==> config.mk <==
export PLATFORM = sky130hd
export DESIGN_NAME = nvnt_ctrl
export DESIGN_NICKNAME = d
export VERILOG_FILES = /design/src/sv/assert_macros.svh /design/src/sv/nvnt_pkg.sv /design/src/sv/nvnt_ctrl.sv
export SDC_FILE = /design/constraint.sdc
export NUM_CORES = 1
export LEC_CHECK = 0
export BUFFER_PORTS_ARGS = -buffer_cell sky130_fd_sc_hd__buf_4
export CAP_MARGIN = 15
export CORE_AREA = 2 2 39 41
export CTS_CLUSTER_DIAMETER = 30
export DETAILED_ROUTE_END_ITERATION = 7
export DIE_AREA = 0 0 41 43
export SLEW_MARGIN = 0
export SYNTH_ARGS = -nofsm -noshare
export SYNTH_HDL_FRONTEND = slang
export SYNTH_SLANG_ARGS = --single-unit
==> constraint.sdc <==
create_clock -name aclk -period 2.35 [get_ports aclk]
set_clock_uncertainty 0.05 [all_clocks]
set_input_delay 0 -clock aclk [delete_from_list [all_inputs] [get_ports aclk]]
set_output_delay 0 -clock aclk [all_outputs]
set_load 0.02 [all_outputs]
==> src/sv/assert_macros.svh <==
// Assertion macros for the RTL top level; empty when SYNTHESIS is defined.
`ifndef ASSERT_MACROS_SVH
`define ASSERT_MACROS_SVH

`ifndef SYNTHESIS

// Same-cycle implication, disabled while reset is asserted (active low).
`define ASSERT_IMPLIES(label, clk, rstn, ante, cons, msg) \
    label: assert property (@(posedge clk) disable iff (!(rstn)) (ante) |-> (cons)) \
        else $error(msg);

// Next-cycle implication, disabled while reset is asserted (active low).
`define ASSERT_NEXT(label, clk, rstn, ante, cons, msg) \
    label: assert property (@(posedge clk) disable iff (!(rstn)) (ante) |=> (cons)) \
        else $error(msg);

`else

`define ASSERT_IMPLIES(label, clk, rstn, ante, cons, msg)

`define ASSERT_NEXT(label, clk, rstn, ante, cons, msg)

`endif

`endif

==> src/sv/nvnt_pkg.sv <==
// Shared types and constants for the nearest vertex search block.
`timescale 1ns / 1ps

package nvnt_pkg;

    // Default sizes of the vertex store and of the item fields
    localparam int DEF_MAX_SOURCE_VERTICES = 4096;
    localparam int DEF_POSITION_BITS       = 24;
    localparam int DEF_NORMAL_BITS         = 16;

    // Fixed field widths
    localparam int MODE_W   = 2;
    localparam int TOL_W    = 20;
    localparam int INDEX_W  = 12;
    localparam int STATUS_W = 2;

    typedef enum logic [MODE_W-1:0] {
        MODE_CLEAR = 2'd0,
        MODE_LOAD  = 2'd1,
        MODE_QUERY = 2'd2
    } mode_t;

    typedef enum logic [STATUS_W-1:0] {
        STATUS_OK    = 2'd0,
        STATUS_FULL  = 2'd1,
        STATUS_EMPTY = 2'd2
    } status_t;

    typedef enum logic [1:0] {
        ST_IDLE,
        ST_SCAN,
        ST_DRAIN
    } state_t;

    // Controller to datapath
    typedef struct packed {
        logic    clear;       // empty the store
        logic    load;        // store the incoming vertex unless full
        logic    start;       // capture query target, rewind scan address
        logic    issue;       // read one entry and advance the address
        logic    finish;      // write the query result
        logic    res_imm;     // write a result without a scan
        status_t res_status;  // status for the result written without a scan
    } cmd_t;

    // Datapath to controller
    typedef struct packed {
        logic empty;
        logic full;
        logic issue_last;
        logic pipe_idle;
    } sts_t;

endpackage

==> src/sv/nvnt_ctrl.sv <==
// Controller state machine: handshakes, mode decode and scan sequencing.
`timescale 1ns / 1ps

module nvnt_ctrl (
    input  logic                       aclk,
    input  logic                       aresetn,
    input  logic                       s_valid,
    output logic                       s_ready,
    input  logic [nvnt_pkg::MODE_W-1:0] s_mode,
    output logic                       m_valid,
    input  logic                       m_ready,
    input  nvnt_pkg::sts_t             sts,
    output nvnt_pkg::cmd_t             cmd
);
    import nvnt_pkg::*;

    state_t state_reg, state_next;
    logic   m_valid_reg, m_valid_next;
    logic   accept;

    // State and result valid registers
    always_ff @(posedge aclk) begin
        if (!aresetn) begin
            state_reg   <= ST_IDLE;
            m_valid_reg <= 1'b0;
        end else begin
            state_reg   <= state_next;
            m_valid_reg <= m_valid_next;
        end
    end

    // Next state and commands
    always_comb begin
        state_next     = state_reg;
        cmd            = '0;
        cmd.res_status = STATUS_OK;
        s_ready        = 1'b0;
        accept         = 1'b0;
        case (state_reg)
            ST_IDLE: begin
                // take an item only when the result slot is free or freeing
                s_ready = !m_valid_reg || m_ready;
                accept  = s_valid && s_ready;
                if (accept) begin
                    case (mode_t'(s_mode))
                        MODE_CLEAR: begin
                            cmd.clear   = 1'b1;
                            cmd.res_imm = 1'b1;
                        end
                        MODE_LOAD: begin
                            cmd.load       = 1'b1;
                            cmd.res_imm    = 1'b1;
                            cmd.res_status = sts.full ? STATUS_FULL : STATUS_OK;
                        end
                        MODE_QUERY: begin
                            if (sts.empty) begin
                                cmd.res_imm    = 1'b1;
                                cmd.res_status = STATUS_EMPTY;
                            end else begin
                                cmd.start  = 1'b1;
                                state_next = ST_SCAN;
                            end
                        end
                        default: begin
                            cmd.res_imm = 1'b1;
                        end
                    endcase
                end
            end
            ST_SCAN: begin
                // read one stored entry per cycle
                cmd.issue = 1'b1;
                if (sts.issue_last) begin
                    state_next = ST_DRAIN;
                end
            end
            ST_DRAIN: begin
                // wait for the last entry to leave the compare stage
                if (sts.pipe_idle) begin
                    cmd.finish = 1'b1;
                    state_next = ST_IDLE;
                end
            end
            default: begin
                state_next = ST_IDLE;
            end
        endcase
        m_valid_next = (m_valid_reg && !m_ready) || cmd.res_imm || cmd.finish;
    end

    assign m_valid = m_valid_reg;

endmodule

; ---- Word level (Yosys, flattened, before mapping)
; Index checks and enable logic that the tools add are counted.
[totals]
output_inout_bits = 10
latchBits = 0
memories = 0
mem_bits_ro = 0
ramBits = 0
regBits = 3
[op_classes]
muxes = 22
n_div = 0
n_mul = 0
bitwise = 0
reduce_logical = 10
n_eq_ne = 9
n_lt_le_gt_ge = 0
add_sub_neg = 0
n_shift = 0
[ops]
columns = cell, count
row1 = 3-bit 2-to-1 mux, 5
row2 = 1-bit 2-to-1 mux, 10
row3 = 2-bit 2-to-1 mux, 5
row4 = 2-bit inequality test (second input constant), 4
row5 = 2-bit case mux with 3 select lines, 1
row6 = 5-bit AND reduction, 1
row7 = 2-bit by 1-bit == test with 1-bit output (second input constant), 2
row8 = 2-bit == test (second input constant), 2
row9 = 2-bit zero test, 2
row10 = 2-bit case mux with 2 select lines, 1
row11 = 1-bit logical OR, 3
row12 = 1-bit logical AND, 2
row13 = 1-bit zero test, 2
row14 = 2-bit by 1-bit inequality test with 1-bit output (second input constant), 1

; ---- Logic depth before layout (Yosys ltp)
; Gate-level depths: netlist (run 1).
[logic_depth]
ltp_word = 7
ltp_mapped = 5
ltp_nobuf = 5

; ---- Worst setup path before layout (run 1)
; Ideal clock, no wire load.
[synth_path]
path_kind = reg2out
from = register m_valid_reg, in the netlist m_valid
to = output cmd[0] (netlist bit)
path_stages_with_launch = 4
arrival_time_ps = 1104
n_path_buf = 0
t_required_ps = 2300
path_slack_ps = 1196
cell_sequence = dfxtp_1 > nand2b_1 > nand3_2 > nor3_1
[synth_lines]
columns = element, line
row1 = start: declaration, nvnt_ctrl.sv:18  ; logic m_valid_reg, m_valid_next;
row2 = start signal: assignment, nvnt_ctrl.sv:28  ; m_valid_reg <= m_valid_next;
row3 = end: declaration, nvnt_ctrl.sv:13  ; output nvnt_pkg::cmd_t cmd

; ---- Worst setup path in the final report (run 1)
[layout_path]
from = register state_reg[1]
to = register state_reg[1]
[layout_between]
elab_chain_len = 3
word_cells_on_any_way = 10
classes_between = eq/ne (7) / mux (1) / reduce/logical (2)
[layout_rtl]
columns = element, line
row1 = start: declaration, nvnt_ctrl.sv:17  ; state_t state_reg, state_next;
row2 = start signal: assignment, nvnt_ctrl.sv:27  ; state_reg <= state_next;
row3 = "2-bit by 1-bit == test with 1-bit output, or another cell as far along", nvnt_ctrl.sv:39  ; case (state_reg)
row4 = 2-bit inequality test (no line) / 2-bit by 1-bit inequality test with 1-bit output (equally long branches), n/a
row5 = 5-bit AND reduction (no line), n/a
; Several ways; a longest one is shown, not always the timed one.
; A chain may end at the register's enable or synchronous reset.

==> impl_metrics.py, run 1 <==
metrics = {
    "timing": {
        "fin_crit_sh": 0.647,
        "finalHoldViolCount": 0,
        "fin_crit_ns": 1.52,
        "final-setup-viol-count": 0,
        "fmax_mhz": 658,
        "worst_pin_slew_ns": 0.179,
        "slew_headroom": 0.880,
        "finalSetupTns_ns": 0,
        "rsz0062_at_grt": "false",
        "holdWs_ns": 0.00816,
        "drv_slew": 0,
    },
    "grt": {
        "grt_overflow": 0,
        "antenna_found_initial": 0,
        "grt_usage": 0.0822,
        "grt_max_degree": 6,
        "grt_pass1_wl_um": 959,
        "grt_pass1_vias": 279,
    },
    "floorplanning": {
        "die_height_um": 43,
        "io_pins": 20,
        "dieArea_mm2": 0.00176,
        "core_area_mm2": 0.00138,
        "start_util": 0.195,
        "die_w_um": 41,
        "num_rows": 14,
    },
    "setup_path": {
        "reg2reg_slack_ns": 0.83,
        "arrival_ns": 1.58,
        "cp_cell_sequence": "and2b_2 -> a21oi_1 -> nor2_1 -> dlygate4sd3_1",
        "endpoint_kind": "register",
        "critPathMaxStageDelay_ns": 0.54,
        "timing.rr.end": "state_reg[1]$_SDFFE_PN0P_",
        "crit_required_ns": 2.41,
        "criticalPathCategory": "register to register",
        "crit_fanout": 4,
        "startpoint": "state_reg[1]$_SDFFE_PN0P_",
        "worst_path_max_delay_cell": "dlygate4sd3_1",
        "timing.rr.start": "state_reg[1]$_SDFFE_PN0P_",
        "cp-start-kind": "register",
        "cp-endpoint": "state_reg[1]$_SDFFE_PN0P_",
        "r2r.worst_path.cells": 4,
    },
    "layout": {
        "fin_util": 0.354,
        "fillCellCount": 154,
        "num_antenna_cells": 0,
        "final_cell_mix": "19 x buf_4, 7 x inv_1, 5 x nor2_1, 4 x ha_1",
        "fin_cells": 79,
        "drive_gt1_frac": 0.413,
        "syn_to_final_growth_pct": 81.0,
        "final_common_cell": "buf_4",
        "largest_reg_flops": 2,
        "nets": 78,
    },
    "power": {
        "clkPwrFrac": 0.439,
        "intPower_uw": 147,
        "swShare": 0.269,
        "powerDensity_mw_per_mm2": 411,
        "switchingPower_uw": 54.0,
        "comb_power_share": 0.290,
        "power_uw": 201,
        "p_seq_frac": 0.271,
        "peakVddDrop_mv": 0.174,
        "p_leak_uw": 0.000269,
    },
    "hold_path": {
        "hold_path.class": "primary input to register",
        "worstHoldPathCells": 4,
    },
    "clocking": {
        "cts.sinks": 3,
        "tritoncts": "done",
        "numCtsBuffers": 3,
        "clock_path_buffers": 2,
        "cts-root-buf": "clkbuf_4",
        "htree_levels": 1,
        "cts-resized-gates": 0,
        "clk_latency_ns": 0.23,
        "clkSlewWorstSetupHoldPaths_ns": 0.04,
    },
    "run_status": {
        "status": "finished, final reports clean",
    },
    "routing": {
        "drtAntennaViolNets": 0,
        "num_vias": 310,
        "wl_per_cell_um": 7.63,
        "drc": 0,
        "drt-total-wl_um": 603,
        "drt_iter0_drc": 0,
        "via_per_inst": 3.92,
        "dr.pass1.iters": 1,
    },
    "yosys": {
        "synth_warnings": 0,
        "syn_area_um2": 270,
        "ys_types": 19,
        "ys_ff_latch": 3,
        "syn_nets": 51,
        "yosysSeqAreaShare": 0.222,
        "netlist_instances": 37,
        "syn_avg_cell_area_um2": 7.30,
    },
    "placed_design": {
        "port_buffers": 19,
        "hpwlAfterDp_um": 514,
        "gp_congestion": 0.716,
        "placed_cells": 72,
    },
    "flow_run": {
        "drv_cap": 0,
    },
}
[cell usage after synthesis (all sizes together)]
library cell,count,area [um^2]
inv,7,26.3
nand2,1,3.75
nand4,1,6.26
nor3,1,5.00
and3,1,6.26
nor3b,1,7.51
dfxtp,3,60.1
a21oi,2,10.0
o21a,1,7.51
ha,4,50.1
o21ai,1,5.00
and2b,1,8.76
nand2b,2,12.5
and2,1,8.76
nor2,6,25.0
nand3b,1,7.51
nand3,3,20.0
[cell type report]
cell class                 instances  area [um^2]  share of cell area
inverter                           7         26.3              0.0537
clock buffer                       4         26.3              0.0537
tap                               16         20.0              0.0409
sequential                         3         60.1               0.123
timing repair buffer              22          173               0.353
multi-input combinational         27          184               0.376
[through the flow]
stage	setup slack, ns	cell area [um^2]
floorplan	1.20	270
global placement	1.38	433
detailed placement	1.33	433
CTS	0.846	489
global route	0.797	489
finish	0.829	489
[power by group through the flow]
| stage | Clock (uW) | Combinational, uW | Sequential (uW) |
|---|---|---|---|
| global route | 101 | 64.4 | 55.0 |
| floorplan | 0 | 26.6 | 57.0 |
| detailed placement | 0 | 56.5 | 55.3 |
| finish | 88.2 | 58.3 | 54.5 |
| global placement | 0 | 55.9 | 55.3 |
| CTS | 92.5 | 59.4 | 54.5 |
[worst min path at each step]
stage	from	end
floorplan	sts[2]	cmd[0]
finish	sts[3]	state_reg[0]$_SDFFE_PN0P_
detailed placement	sts[1]	state_reg[1]$_SDFFE_PN0P_
global placement	sts[1]	state_reg[1]$_SDFFE_PN0P_
global route	sts[3]	state_reg[0]$_SDFFE_PN0P_
CTS	sts[3]	state_reg[0]$_SDFFE_PN0P_
[layer usage]
metal	global-route usage	vias to the layer above	share of wire
met2	0.125	7	0.54
met1	0.0865	133	0.40
li1	-	170	-
met4	0.0600	0	0
met5	0	-	0
met3	0.0314	0	0.060
[cell families after synthesis]
kind of cell             synth area share
buffers and inverters              0.0972
flip-flops                          0.222
AO/OA/AOI/OAI                      0.0833
adder cells (fa/ha/maj)             0.185
AND/OR/NAND/NOR                     0.412
[worst max-delay path: cells and delay by family (launching register included)]
family	cells	cell delay, ns
and+or+nand+nor	2	0.30
AOI/OAI and AO/OA	1	0.15
buffers and inverters	1	0.54
DFF	1	0.36
[what timing repair did]
item                      in CTS  in global routing
hold buffers                   3                  0
setup buffers                  0                  0
hold endpoints to repair       3                  0
Power figures use the tool's default switching activity.
==> run 2: changes to the inputs <==
Clock period 2.35 ns to 1.3 ns, I/O delays scaled along.
==> impl_metrics.py, run 2 (same netlist as run 1, synthesis figures left out) <==
metrics = {
    "flow_run": {
        "drv_cap": 0,
    },
    "floorplanning": {
        "die_height_um": 43,
        "core_area_mm2": 0.00138,
        "io_pins": 20,
        "dieArea_mm2": 0.00176,
        "die_w_um": 41,
        "start_util": 0.195,
        "num_rows": 14,
    },
    "routing": {
        "wl_per_cell_um": 7.64,
        "dr.pass1.iters": 1,
        "drtAntennaViolNets": 0,
        "via_per_inst": 3.92,
        "num_vias": 306,
        "drc": 0,
        "drt_iter0_drc": 0,
        "drt-total-wl_um": 596,
    },
    "setup_path": {
        "criticalPathCategory": "register to primary output",
        "worst_path_max_delay_cell": "dfxtp_1",
        "crit_buf_inv": 1,
        "crit_fanout": 5,
        "critPathMaxStageDelay_ns": 0.38,
        "cp-start-kind": "register",
        "arrival_ns": 1.15,
        "cp_cell_sequence": "nor2_2 -> and2_4 -> and3_1 -> buf_4",
        "crit_family": "simple AND/OR/NAND/NOR gates",
        "crit_required_ns": 1.25,
        "endpoint_kind": "primary output",
    },
    "clocking": {
        "htree_levels": 1,
        "numCtsBuffers": 3,
        "tritoncts": "done",
        "clkSlewWorstSetupHoldPaths_ns": 0.04,
        "clk_latency_ns": 0.23,
        "cts-root-buf": "clkbuf_4",
        "clock_path_buffers": 2,
        "cts.sinks": 3,
    },
    "hold_path": {
        "hold_path.class": "primary input to register",
    },
    "placed_design": {
        "gp_congestion": 0.715,
        "placed_area_um2": 433,
        "port_buffers": 19,
        "hpwlAfterDp_um": 514,
    },
    "grt": {
        "grt_overflow": 0,
        "grt_pass1_wl_um": 959,
        "grt_max_degree": 6,
        "grt_pass1_vias": 279,
        "antenna_found_initial": 0,
        "grt_usage": 0.0822,
    },
    "power": {
        "powerDensity_mw_per_mm2": 753,
        "intPower_uw": 266,
        "switchingPower_uw": 98.9,
        "peakVddDrop_mv": 0.315,
        "p_leak_uw": 0.000263,
        "p_seq_frac": 0.270,
        "swShare": 0.271,
        "clkPwrFrac": 0.438,
        "comb_power_share": 0.292,
    },
    "timing": {
        "worst_pin_slew_ns": 0.179,
        "fin_crit_ns": 1.20,
        "finalHoldViolCount": 0,
        "fin_crit_sh": 0.925,
        "drv_slew": 0,
        "final-setup-viol-count": 0,
        "fmax_mhz": 832,
        "finalSetupTns_ns": 0,
        "slew_headroom": 0.880,
        "rsz0062_at_grt": "false",
    },
    "layout": {
        "multi_input_area_um2": 189,
        "syn_to_final_growth_pct": 79.2,
        "nets": 77,
        "design_area_um2": 484,
        "seqCellArea_um2": 60.1,
        "num_antenna_cells": 0,
        "fillCellCount": 154,
        "final_common_cell": "buf_4",
        "final_cell_mix": "19 x buf_4, 7 x inv_1, 5 x nor2_1, 4 x ha_1",
        "fin_util": 0.350,
        "drive_gt1_frac": 0.435,
        "largest_reg_flops": 2,
    },
    "run_status": {
        "status": "finished, final reports clean",
    },
}
## run 2: cell count changes in the layout (fill, tap and decap cells not counted), sizes merged
cell | before | now
dlygate4sd3 | 3 | 2
## run 2: what timing repair did
item / 4_1_cts / 5_1_grt
setup endpoints to repair: 0 / 2
hold buffers: 2 / 0
gates resized for setup: 0 / 1
setup buffers: 0 / 0
hold endpoints to repair: 3 / 0
## run 2: final cells by class
class                           count  area share
Multi-Input combinational cell     27       0.390
Timing Repair Buffer               21       0.336
Sequential cell                     3       0.124
Clock buffer                        4      0.0543
Inverter                            7      0.0543
Tap cell                           16      0.0413
## run 2: final timing paths
path / slack [ns] / endpoint / cells after the start / start
hold / removal: 0.009 / state_reg[0]$_SDFFE_PN0P_ / 4 / sts[3]
setup reg to reg: 0.33 / state_reg[1]$_SDFFE_PN0P_ / 3 / state_reg[1]$_SDFFE_PN0P_
hold reg to reg: 0.56 / m_valid$_SDFF_PN0_ / 3 / state_reg[1]$_SDFFE_PN0P_
setup / recovery: 0.1 / cmd[7] / 4 / state_reg[0]$_SDFFE_PN0P_
## run 2: per-layer routing
metal / GRT usage / share of wire / wire (um) / vias up
li1: - / - / - / 168
met1: 0.0865 / 0.40 / 241 / 131
met2: 0.125 / 0.53 / 318 / 7
met3: 0.0314 / 0.060 / 36 / 0
met4: 0.0600 / 0 / 0 / 0
met5: 0 / 0 / 0 / -
## run 2: stage by stage
| stage | total power (uW) | worst slack (ns) | std cells | hold WS, ns |
|---|---|---|---|---|
| 3_3_place_gp | 201 | 0.327 | 72 | 0.194 |
| 6_report | 365 | 0.0980 | 78 | 0.00939 |
| 2_1_floorplan | 151 | 0.146 | 37 | 0.0788 |
| 4_1_cts | 373 | 0.0298 | 78 | 0.00802 |
| 3_5_place_dp | 202 | 0.276 | 72 | 0.201 |
| 5_1_grt | 401 | 0.0000249 | 78 | 0.0199 |
## run 2: power by group through the flow
stage	sequential, uW	clock (uW)	combinational, uW
floorplan	103	0	48.1
global placement	99.9	0	101
detailed placement	100	0	102
CTS	98.5	167	107
global route	99.4	183	118
finish	98.5	160	106
## run 2: worst reg2reg max path, cell delays in order (launching register included)
cell and delay [ns]:
dfxtp_1 0.36, and2b_2 0.25, a21oi_1 0.15, nor2_1 0.05
==> run 3: changes to the inputs <==
Settings changed: CELL_PAD_IN_SITES_DETAIL_PLACEMENT set to 1, CELL_PAD_IN_SITES_GLOBAL_PLACEMENT set to 2, CORE_AREA 2 2 39 41 to not set, CORE_MARGIN set to 1, CORE_UTILIZATION set to 15, DIE_AREA 0 0 41 43 to not set, PLACE_DENSITY_LB_ADDON set to 0.1, REMOVE_ABC_BUFFERS set to 1.
==> impl_metrics.py, run 3 (same netlist as run 1, synthesis figures left out) <==
metrics = {
    "setup_path": {
        "startpoint": "state_reg[1]$_SDFFE_PN0P_",
        "crit_required_ns": 1.25,
        "timing.rr.start": "state_reg[1]$_SDFFE_PN0P_",
        "timing.rr.end": "state_reg[1]$_SDFFE_PN0P_",
        "criticalPathCategory": "register to primary output",
        "crit_fanout": 4,
        "arrival_ns": 1.17,
        "cp-endpoint": "cmd[7]",
        "reg2reg_slack_ns": 0.31,
        "cp-start-kind": "register",
        "r2r.worst_path.cells": 3,
        "endpoint_kind": "primary output",
    },
    "timing": {
        "fin_crit_sh": 0.939,
        "drv_slew": 0,
        "holdWs_ns": 0.0305,
        "slew_headroom": 0.887,
        "final-setup-viol-count": 0,
        "finalSetupTns_ns": 0,
        "worst_pin_slew_ns": 0.169,
        "fin_crit_ns": 1.22,
        "rsz0062_at_grt": "false",
        "fmax_mhz": 819,
        "finalHoldViolCount": 0,
    },
    "layout": {
        "drive_gt1_frac": 0.476,
        "final_cell_mix": "19 x buf_4, 7 x inv_1, 4 x nor2_1, 4 x ha_1",
        "largest_reg_flops": 2,
        "num_antenna_cells": 0,
        "nets": 78,
        "fillCellCount": 206,
        "final_common_cell": "buf_4",
        "design_area_um2": 523,
        "syn_to_final_growth_pct": 93.5,
        "fin_cells": 87,
    },
    "routing": {
        "wl_per_cell_um": 8.82,
        "num_vias": 326,
        "via_per_inst": 3.75,
        "drt_iter0_drc": 0,
        "drtAntennaViolNets": 0,
        "drc": 0,
        "dr.pass1.iters": 1,
        "drt-total-wl_um": 767,
    },
    "floorplanning": {
        "die_height_um": 44.4,
        "io_pins": 20,
        "start_util": 0.170,
        "dieArea_mm2": 0.00198,
        "die_w_um": 44.4,
        "core_area_mm2": 0.00159,
        "num_rows": 14,
    },
    "power": {
        "swShare": 0.294,
        "peakVddDrop_mv": 0.465,
        "clkPwrFrac": 0.440,
        "powerDensity_mw_per_mm2": 734,
        "switchingPower_uw": 113,
        "intPower_uw": 271,
        "p_leak_uw": 0.000271,
        "p_seq_frac": 0.260,
        "comb_power_share": 0.300,
        "power_uw": 384,
    },
    "clocking": {
        "clock_path_buffers": 2,
        "clkSlewWorstSetupHoldPaths_ns": 0.04,
        "cts.sinks": 3,
        "tritoncts": "done",
        "clk_latency_ns": 0.24,
        "cts-root-buf": "clkbuf_4",
        "htree_levels": 1,
        "numCtsBuffers": 3,
    },
    "placed_design": {
        "placed_cells": 80,
        "placed_area_um2": 443,
        "port_buffers": 19,
        "hpwlAfterDp_um": 600,
        "gp_congestion": 0.617,
    },
    "grt": {
        "grt_usage": 0.0859,
        "antenna_found_initial": 0,
        "grt_pass1_wl_mm": 1.15,
        "grt_pass1_vias": 293,
        "grt_max_degree": 6,
        "grt_overflow": 0,
    },
    "flow_run": {
        "drv_cap": 0,
    },
    "hold_path": {
        "hold_path.class": "primary input to register",
    },
    "run_status": {
        "status": "finished, final reports clean",
    },
}
-- run 3: routing by layer --
layer	share of wire	global-route usage
met3	0.080	0.0612
met5	0	0
met2	0.43	0.112
met1	0.48	0.106
met4	0.016	0.0364
-- run 3: stage by stage --
stage / util / setup WS [ns]
final: 0.328 / 0.0794
after global routing: 0.328 / 0.0106
after CTS: 0.313 / 0.00910
after detailed placement: 0.278 / 0.258
after global placement: 0.278 / 0.299
after floorplan: - / 0.146
-- run 3: timing repair --
| action | in CTS | in global routing |
|---|---|---|
| resized for setup | 0 | 6 |
| setup endpoints to repair | 1 | 5 |
| hold endpoints to repair | 3 | 0 |
| pin swaps | 1 | 0 |
| hold buffers | 3 | 0 |
| setup buffers | 0 | 0 |
-- run 3: power groups by stage --
stage | registers (uW) | clock network [uW] | logic (uW)
finish | 99.7 | 169 | 115
global route | 100 | 186 | 128
detailed placement | 100 | 0 | 104
global placement | 100 | 0 | 104
CTS | 98.7 | 175 | 111
floorplan | 103 | 0 | 48.1
-- run 3: how the worst min path moves through the flow --
stage	startpoint	endpoint	slack (ns)	cells past startpoint
4_1_cts	sts[0]	state_reg[1]$_SDFFE_PN0P_	0.03	4
3_3_place_gp	sts[1]	state_reg[1]$_SDFFE_PN0P_	0.20	3
5_1_grt	sts[0]	state_reg[1]$_SDFFE_PN0P_	0.04	4
3_5_place_dp	sts[1]	state_reg[1]$_SDFFE_PN0P_	0.20	3
6_report	sts[0]	state_reg[1]$_SDFFE_PN0P_	0.03	4
2_1_floorplan	sts[2]	cmd[0]	0.08	2
-- run 3: final cells by class --
type                    instances  area, um^2  share of cell area
well taps                      24        30.0              0.0574
clock buffers                   4        26.3              0.0502
flip-flops and latches          3        61.3               0.117
inverters                       7        26.3              0.0502
multi-input cells              27         206               0.395
repair buffers                 22         173               0.330
-- run 3: worst max-delay path, stage by stage, from the launching register on --
cell and delay (ns):
dfxtp_1 0.39, nor2_4 0.07, and2_4 0.16, and3_1 0.17
buf_4 0.15
